==> src/rtl/sks_pkg.sv <==
`timescale 1ns / 1ps
// ----------------------------------------------------------------------------
// sks_pkg: shared definitions for the sorted key set
// Field widths, operation codes and the command/status bundles that join the
// controller and the datapath.
// ----------------------------------------------------------------------------
package sks_pkg;

   localparam int CAPACITY_DEF = 256;
   localparam int KEY_W        = 64;
   localparam int MODE_W       = 2;

   // operation codes
   localparam logic [MODE_W-1:0] MODE_INSERT = 2'd0;
   localparam logic [MODE_W-1:0] MODE_REMOVE = 2'd1;
   localparam logic [MODE_W-1:0] MODE_TEST   = 2'd2;

   // controller -> datapath
   typedef struct packed {
      logic load;        // capture request, start walk at list head
      logic advance;     // step to the next entry
      logic settle;      // walk ends: latch hit flag and successor link
      logic free_read;   // read link of free-list head
      logic free_take;   // pop free-list head as the new entry
      logic fill_take;   // take next never-used entry
      logic ins_node;    // write key and link of the new entry
      logic ins_prev;    // hook new entry behind its predecessor
      logic rem_prev;    // bypass the removed entry
      logic rem_node;    // push removed entry on the free list
      logic rsp_load;    // load the output word
      logic rsp_success;
      logic rsp_full;
   } cmd_type;

   // datapath -> controller
   typedef struct packed {
      logic              advance;     // current entry lies below the key
      logic              found;       // latched at end of walk
      logic              free_avail;  // free list not empty
      logic              fill_avail;  // unused entries remain
      logic              rsp_free;    // output register can take a word
      logic [MODE_W-1:0] mode;
   } status_type;

endpackage

==> src/rtl/sks_ctrl.sv <==
`timescale 1ns / 1ps
// ----------------------------------------------------------------------------
// sks_ctrl: sorted key set controller
// Sequences walk, allocation, relinking and result hand-off.
// ----------------------------------------------------------------------------
module sks_ctrl (
   input  logic                clock,
   input  logic                reset,
   input  logic                req_valid,
   output logic                req_stall,
   input  sks_pkg::status_type status,
   output sks_pkg::cmd_type    cmd
);

   typedef enum logic [8:0] {
      S_IDLE     = 9'b000000001,
      S_WALK     = 9'b000000010,
      S_DECIDE   = 9'b000000100,
      S_FREE_GET = 9'b000001000,
      S_INS_NODE = 9'b000010000,
      S_INS_PREV = 9'b000100000,
      S_REM_PREV = 9'b001000000,
      S_REM_NODE = 9'b010000000,
      S_DONE     = 9'b100000000
   } state_type;

   state_type state_ff, state_in;
   logic      succ_ff, succ_in;
   logic      full_ff, full_in;

   always_comb begin
      state_in = state_ff;
      succ_in  = succ_ff;
      full_in  = full_ff;
      cmd      = '0;

      case (state_ff)
         S_IDLE: begin
            if (req_valid) begin
               cmd.load = 1'b1;
               succ_in  = 1'b0;
               full_in  = 1'b0;
               state_in = S_WALK;
            end
         end
         S_WALK: begin
            if (status.advance) begin
               cmd.advance = 1'b1;
            end else begin
               cmd.settle = 1'b1;
               state_in   = S_DECIDE;
            end
         end
         S_DECIDE: begin
            state_in = S_DONE;
            case (status.mode)
               sks_pkg::MODE_TEST: begin
                  succ_in = status.found;
               end
               sks_pkg::MODE_INSERT: begin
                  if (!status.found) begin
                     if (status.free_avail) begin
                        cmd.free_read = 1'b1;
                        state_in      = S_FREE_GET;
                     end else if (status.fill_avail) begin
                        cmd.fill_take = 1'b1;
                        state_in      = S_INS_NODE;
                     end else begin
                        full_in = 1'b1;
                     end
                  end
               end
               sks_pkg::MODE_REMOVE: begin
                  if (status.found) begin
                     state_in = S_REM_PREV;
                  end
               end
               default: begin
                  state_in = S_DONE;
               end
            endcase
         end
         S_FREE_GET: begin
            cmd.free_take = 1'b1;
            state_in      = S_INS_NODE;
         end
         S_INS_NODE: begin
            cmd.ins_node = 1'b1;
            state_in     = S_INS_PREV;
         end
         S_INS_PREV: begin
            cmd.ins_prev = 1'b1;
            succ_in      = 1'b1;
            state_in     = S_DONE;
         end
         S_REM_PREV: begin
            cmd.rem_prev = 1'b1;
            state_in     = S_REM_NODE;
         end
         S_REM_NODE: begin
            cmd.rem_node = 1'b1;
            succ_in      = 1'b1;
            state_in     = S_DONE;
         end
         S_DONE: begin
            if (status.rsp_free) begin
               cmd.rsp_load    = 1'b1;
               cmd.rsp_success = succ_ff;
               cmd.rsp_full    = full_ff;
               state_in        = S_IDLE;
            end
         end
         default: begin
            state_in = S_IDLE;
         end
      endcase
   end

   always_ff @(posedge clock) begin
      if (reset) begin
         state_ff <= S_IDLE;
         succ_ff  <= 1'b0;
         full_ff  <= 1'b0;
      end else begin
         state_ff <= state_in;
         succ_ff  <= succ_in;
         full_ff  <= full_in;
      end
   end

   assign req_stall = (state_ff != S_IDLE);

endmodule

==> config.mk <==
export PLATFORM = sky130hd
export DESIGN_NAME = sks_ctrl
export DESIGN_NICKNAME = d
export VERILOG_FILES = /design/src/rtl/sks_pkg.sv /design/src/rtl/sks_ctrl.sv
export SDC_FILE = /design/constraint.sdc
export NUM_CORES = 1
export LEC_CHECK = 0
export BUFFER_PORTS_ARGS = -buffer_cell sky130_fd_sc_hd__buf_2
export CAP_MARGIN = 10
export CORE_UTILIZATION = 45
export DETAILED_ROUTE_END_ITERATION = 8
export PLACE_DENSITY_LB_ADDON = 0.08
export SETUP_SLACK_MARGIN = 0.2
export SYNTH_ARGS = -nofsm -noshare
export SYNTH_HDL_FRONTEND = slang
export SYNTH_SLANG_ARGS = --single-unit
==> constraint.sdc <==
create_clock -name clock -period 3.1 [get_ports clock]
set_input_delay 0.62 -clock clock [delete_from_list [all_inputs] [get_ports clock]]
set_output_delay 0.62 -clock clock [all_outputs]
set_load 0.05 [all_outputs]
# After elaboration in Yosys (flattened, before gate mapping)
# Cells that the tools add are included.
# classes
n_reduce_logical,7
muxes,38
eq_ne,20
# ops
op,n
$pmux W9 S8,1
$mux W9,7
$mux W1,24
$pmux W9 S2,1
$ne A2 B2 Y1 const B,6
$eq A9 B1 Y1 const B,1
$eq A9 B2 Y1 const B,1
$eq A9 B3 Y1 const B,1
$eq A9 B4 Y1 const B,1
$eq A9 B5 Y1 const B,1
$eq A9 B6 Y1 const B,1
$eq A9 B7 Y1 const B,1
$eq A9 B8 Y1 const B,1
$eq A9 B9 Y1 const B,1
$ne A9 B1 Y1 const B,1
$mux W3,2
$reduce_and A3 Y1,2
$reduce_and A6 Y1,1
$ne A2 B1 Y1 const B,2
$pmux W1 S3,1
$reduce_bool A3 Y1,1
$eq A2 B1 Y1 const B,1
$eq A2 B2 Y1 const B,1
$logic_not A2 Y1,1
other kinds (4),4
# totals
word_cells,68
register_bits,11

# Longest topological paths before layout
# Gate-level depths: netlist of the first run.
# depth
depth_word,5
depth_mapped,5
ltp_nobuf,4

# Worst setup path before layout of the first run
# OpenSTA, ideal clock, no wires.
# synth_path
path_kind,register -> output
from,register state_ff[2]
to,output cmd[8] (netlist name)
t_arrival_ps,2552
path_stages_with_launch,5
path_slack_ps,-72
t_required_ps,2480
cell_sequence,dfxtp_1 > buf_2 > nor3_2 > nand2_1 > nor4b_1
# synth_lines
element,line_no,rtl
start: declaration,sks_ctrl.sv:27,"state_type state_ff, state_in;"
start signal: assignment,sks_ctrl.sv:125,state_ff <= state_in;
end: declaration,sks_ctrl.sv:12,output sks_pkg::cmd_type cmd

==> results of run 1 <==
## kinds of logic after synthesis
family,after synthesis,share of synthesized area
AO/OA/AOI/OAI,19,0.158
XOR/XNOR,3,0.0334
buffers and inverters,16,0.0987
flip-flops,11,0.280
AND/OR/NAND/NOR,53,0.430
## where the power goes
group	internal, W	switching [W]
clock	0.0000499	0.0000518
sequential	0.000146	0.0000104
combinational	0.0000286	0.0000525
total	0.000225	0.000115
## state kept, by name, indices dropped and copies added (netlist names)
signal,cells
full_ff,1
state_ff,9
succ_ff,1
## Yosys cell counts, types with 2 or more instances
cell	n
nor3_1	5
clkbuf_1	2
o21ai_0	3
nor4_1	4
and3_1	3
a32oi_1	2
nor2_1	7
nand4_1	2
or3_1	2
dfxtp_1	11
nand2_1	6
inv_1	10
a21oi_1	3
and2_1	3
nor3b_1	5
nor3_2	2
o22ai_1	3
or2_2	2
xor2_1	3
a31oi_1	4
buf_6	2
nand3_1	4
## final cells by class
cell class	count	area, sq um
fill	157	663
inverter	10	37.5
timing repair buffer	23	115
clock buffer	4	26.3
multi-input combinational	75	494
sequential	11	220
tap	16	20.0
## how the worst min path moves through the flow
stage	from	cells after the start	end	slack [ns]
2_1_floorplan	full_ff	2	full_ff	0.45
3_3_place_gp	full_ff	2	full_ff	0.50
3_5_place_dp	full_ff	2	full_ff	0.50
4_1_cts	full_ff	2	full_ff	0.52
5_1_grt	full_ff	2	full_ff	0.56
6_report	full_ff	2	full_ff	0.52
## stage by stage
step | power (W) | hold slack, ns
floorplan | 0.000218 | 0.454
detailed placement | 0.000240 | 0.500
global placement | 0.000240 | 0.503
global route | 0.000356 | 0.557
finish | 0.000339 | 0.516
CTS | 0.000338 | 0.521
## worst reg2reg max path: stages (launching register included)
cell and delay (ns):
dfxtp_1 0.50, or4b_4 0.53, nor4_4 0.30, and4b_1 0.26, o21a_1 0.10
## routing by layer
metal  vias to the layer above  GRT usage  part of all wire
met5                         -          0                 0
met4                         0      0.113             0.019
met3                         5     0.0250             0.064
met2                        35      0.358              0.47
met1                       397      0.281              0.45
li1                        420          -                 -
==> impl_metrics.json, run 1 <==
{
  "synth_cell_types": 36,
  "crit_type": "reg -> out",
  "finalMaxSlewViolations": 0,
  "cts_buffer_depth": 2,
  "clk_latency_ns": 0.27,
  "ys_ff_latch": 11,
  "grt_start_max_net_pins": 13,
  "clock-root-buffer": "clkbuf_4",
  "critPathMaxFanout": 9,
  "end_kind": "primary output",
  "final_util": 0.579,
  "rsz0062_at_grt": "false",
  "vias": 857,
  "routed_wirelength_um": 1870,
  "synth.net_count": 112,
  "drive_above_1_share": 0.276,
  "r2r_start": "state_ff[2]",
  "r2r_cells": 4,
  "required_ns": 2.48,
  "firstDrtPassIters": 7,
  "reg2reg_to": "state_ff[4]",
  "setup_viol": 0,
  "min_path_type": "reg -> reg",
  "critPathBufInv": 1,
  "ctsHoldBuffers": 0,
  "cp_top_family": "simple AND/OR/NAND/NOR gates",
  "critPathMaxStageDelay_ns": 0.53,
  "start_util": 0.498,
  "final_common_cell": "buf_2",
  "syn_to_final_growth_pct": 16.2,
  "netlist_area_sq_um": 786,
  "finalInstanceArea_sq_um": 913,
  "dieHeight_um": 43.8,
  "cts_buffers": 3,
  "dp.cells": 135,
  "setup-tns-final_ns": 0,
  "min_period_ns": 2.75,
  "drtIter0Drc": 29,
  "io_pins": 24,
  "synth_area_leaders": "dfxtp_1 28%, inv_1 4.8%, nor3b_1 4.8%",
  "synth_top_area_cell": "dfxtp_1",
  "yosysTopAreaCellShare": 0.280,
  "max-slew-margin-rel": 0.714,
  "diodes": 0,
  "maxCapViolCount": 0,
  "fin_ws_ns": 0.352,
  "place.gp.congestion": 0.809,
  "clk_pin_slew_worst_paths_ns": 0.08,
  "post-cts-setup-buffer-count": 0,
  "mostFrequentLayoutCells": "23 x buf_2, 11 x dfxtp_1, 10 x inv_1",
  "place_hpwl_um": 1400,
  "grt_pass1_wl_um": 3110,
  "crit_arrival_ns": 2.13,
  "rows": 14,
  "endpoint": "cmd[7]",
  "htree_levels": 1,
  "cp_slowest_cell": "or4b_4",
  "nets": 134,
  "worst_setup_path_start_kind": "flop",
  "vdd_drop_max_uv": 182,
  "die_x_um": 43.8,
  "synth_top_flop_cell": "dfxtp_1",
  "clkSinkCount": 11,
  "path_cells": "or4b_4 > nor4_4 > and4b_1 > buf_2",
  "antenna_found_initial": 0,
  "fmax_ghz": 0.364,
  "ant_nets": 0,
  "fp.dieArea_sq_um": 1920,
  "place_ws_ns": 0.671,
  "fp.coreArea_sq_um": 1580,
  "tritoncts": "built",
  "skew_ns": 0.00565,
  "synth-edff-count": 0,
  "routedWlPerCell_um": 13.5,
  "yosys_warnings": 0,
  "cts_resized": 0,
  "drc": 2,
  "synthCells": 102,
  "worst_pin_slew_ns": 0.426,
  "async_flop_share": 0,
  "p_leak_nw": 0.429,
  "stdcell_count": 139,
  "io_buffers": 23,
  "path_depth": 4,
  "cp-startpoint": "state_ff[2]",
  "track_usage": 0.219,
  "vias_per_cell": 6.17,
  "rrSetupSlack_ns": 1.36,
  "seq_area_frac_synth": 0.280,
  "gr-total-overflow": 0,
  "fin_crit_sh": 0.887,
  "grt_pass1_vias": 702,
  "status": "finished with violations",
  "place_area_sq_um": 887,
  "hold_viol": 0,
  "synth_area_per_cell_sq_um": 7.70,
  "powerDensity_nw_per_um2": 372,
  "violations": "DRC"
}
Power figures use the tool's default switching activity.
==> inputs of run 2 (changes only) <==
RECOVER_POWER = 50   (was unset)
==> run 2 against run 1 <==
  * The flow still finishes with violations (DRC)
  * Utilization fell by 0.63 points
  * Maximum frequency fell by 0.41%
  * Combinational power barely moved
==> impl_metrics.json, run 2 (synthesis results as in run 1) <==
{
  "status": "finished with violations",
  "violations": "DRC",
  "track_usage": 0.219,
  "post-cts-setup-buffer-count": 0,
  "fp.coreArea_sq_um": 1580,
  "final_util": 0.573,
  "drc": 2,
  "place_ws_ns": 0.671,
  "skew_ns": 0.00433,
  "path_cells": "or4b_1 > nor4_4 > and4b_1 > buf_2",
  "place.gp.congestion": 0.809,
  "whs_ns": 0.516,
  "crit_type": "reg -> out",
  "clk_pin_slew_worst_paths_ns": 0.07,
  "vias": 829,
  "p_leak_nw": 0.423,
  "reg_top3": "state_ff: 9 flops, full_ff: 1 flops, succ_ff: 1 flops",
  "final_common_cell": "buf_2",
  "io_pins": 24,
  "end_kind": "primary output",
  "rrSetupSlack_ns": 1.34,
  "maxCapViolCount": 0,
  "cp_slowest_cell": "or4b_1",
  "mostFrequentLayoutCells": "22 x buf_2, 11 x dfxtp_1, 10 x inv_1",
  "place_area_sq_um": 887,
  "min_path_type": "reg -> reg",
  "clkSinkCount": 11,
  "vias_per_cell": 5.96,
  "critPathMaxStageDelay_ns": 0.61,
  "finalMaxSlewViolations": 0,
  "diodes": 0,
  "nets": 134,
  "rows": 14,
  "cts_resized": 0,
  "grt_start_max_net_pins": 13,
  "largest_register": "state_ff",
  "vdd_drop_max_uv": 182,
  "fmax_ghz": 0.362,
  "clk_latency_ns": 0.27,
  "fin_ws_ns": 0.340,
  "rsz0062_at_grt": "false",
  "place_hpwl_um": 1400,
  "firstDrtPassIters": 6,
  "setup-tns-final_ns": 0,
  "critPathMaxFanout": 12,
  "antenna_found_initial": 0,
  "clock-root-buffer": "clkbuf_4",
  "die_x_um": 43.8,
  "ctsHoldBuffers": 0,
  "setup_viol": 0,
  "largest_reg_flops": 9,
  "ant_nets": 0,
  "worst_pin_slew_ns": 0.592,
  "required_ns": 2.48,
  "dieHeight_um": 43.8,
  "fp.dieArea_sq_um": 1920,
  "start_util": 0.498,
  "hold_viol": 0,
  "min_period_ns": 2.76,
  "max-slew-margin-rel": 0.607,
  "finalInstanceArea_sq_um": 903,
  "drive_above_1_share": 0.252,
  "grt_pass1_wl_um": 3110,
  "r2r_cells": 4,
  "tritoncts": "built",
  "hold_depth": 2,
  "cts_buffer_depth": 2,
  "htree_levels": 1,
  "cts_buffers": 3,
  "worst_setup_path_start_kind": "flop",
  "routed_wirelength_um": 1880,
  "syn_to_final_growth_pct": 15.0,
  "gr-total-overflow": 0,
  "io_buffers": 23,
  "routedWlPerCell_um": 13.5,
  "drtIter0Drc": 32,
  "fin_crit_sh": 0.890,
  "powerDensity_nw_per_um2": 375,
  "crit_arrival_ns": 2.14,
  "grt_pass1_vias": 702
}
-- run 2: worst paths after layout --
| path | startpoint | end |
|---|---|---|
| setup / recovery | state_ff[0] | cmd[7] |
| hold / removal | full_ff | full_ff |
| setup reg to reg | state_ff[0] | state_ff[4] |
| hold reg to reg | full_ff | full_ff |
-- run 2: critical path: cells and delay by family (launching register included) --
| kind | cells | cell delay, ns |
|---|---|---|
| buf+inv | 1 | 0.27 |
| flops | 1 | 0.43 |
| simple gates | 3 | 1.17 |
-- run 2: cell type report --
| type | count | area, sq um |
|---|---|---|
| multi-input combinational | 75 | 485 |
| tap | 16 | 20.0 |
| sequential | 11 | 220 |
| timing repair buffer | 23 | 114 |
| inverter | 10 | 37.5 |
| fill | 159 | 673 |
| clock buffer | 4 | 26.3 |
-- run 2: metrics by stage --
step,instances,total power (W)
4_1_cts,139,0.000338
3_5_place_dp,135,0.000240
6_report,139,0.000339
3_3_place_gp,135,0.000240
5_1_grt,139,0.000355
2_1_floorplan,102,0.000218
-- run 2: power breakdown --
part           leakage, nW  internal (W)  switching, W   total, W
Combinational        0.319     0.0000278     0.0000532  0.0000810
Sequential          0.0893      0.000146     0.0000103   0.000157
Clock               0.0150     0.0000499     0.0000511   0.000101
-- run 2: routing by layer --
layer | routed length [um] | track usage
met2 | 885 | 0.358
met5 | 0 | 0
met3 | 122 | 0.0250
met1 | 834 | 0.281
met4 | 37 | 0.113
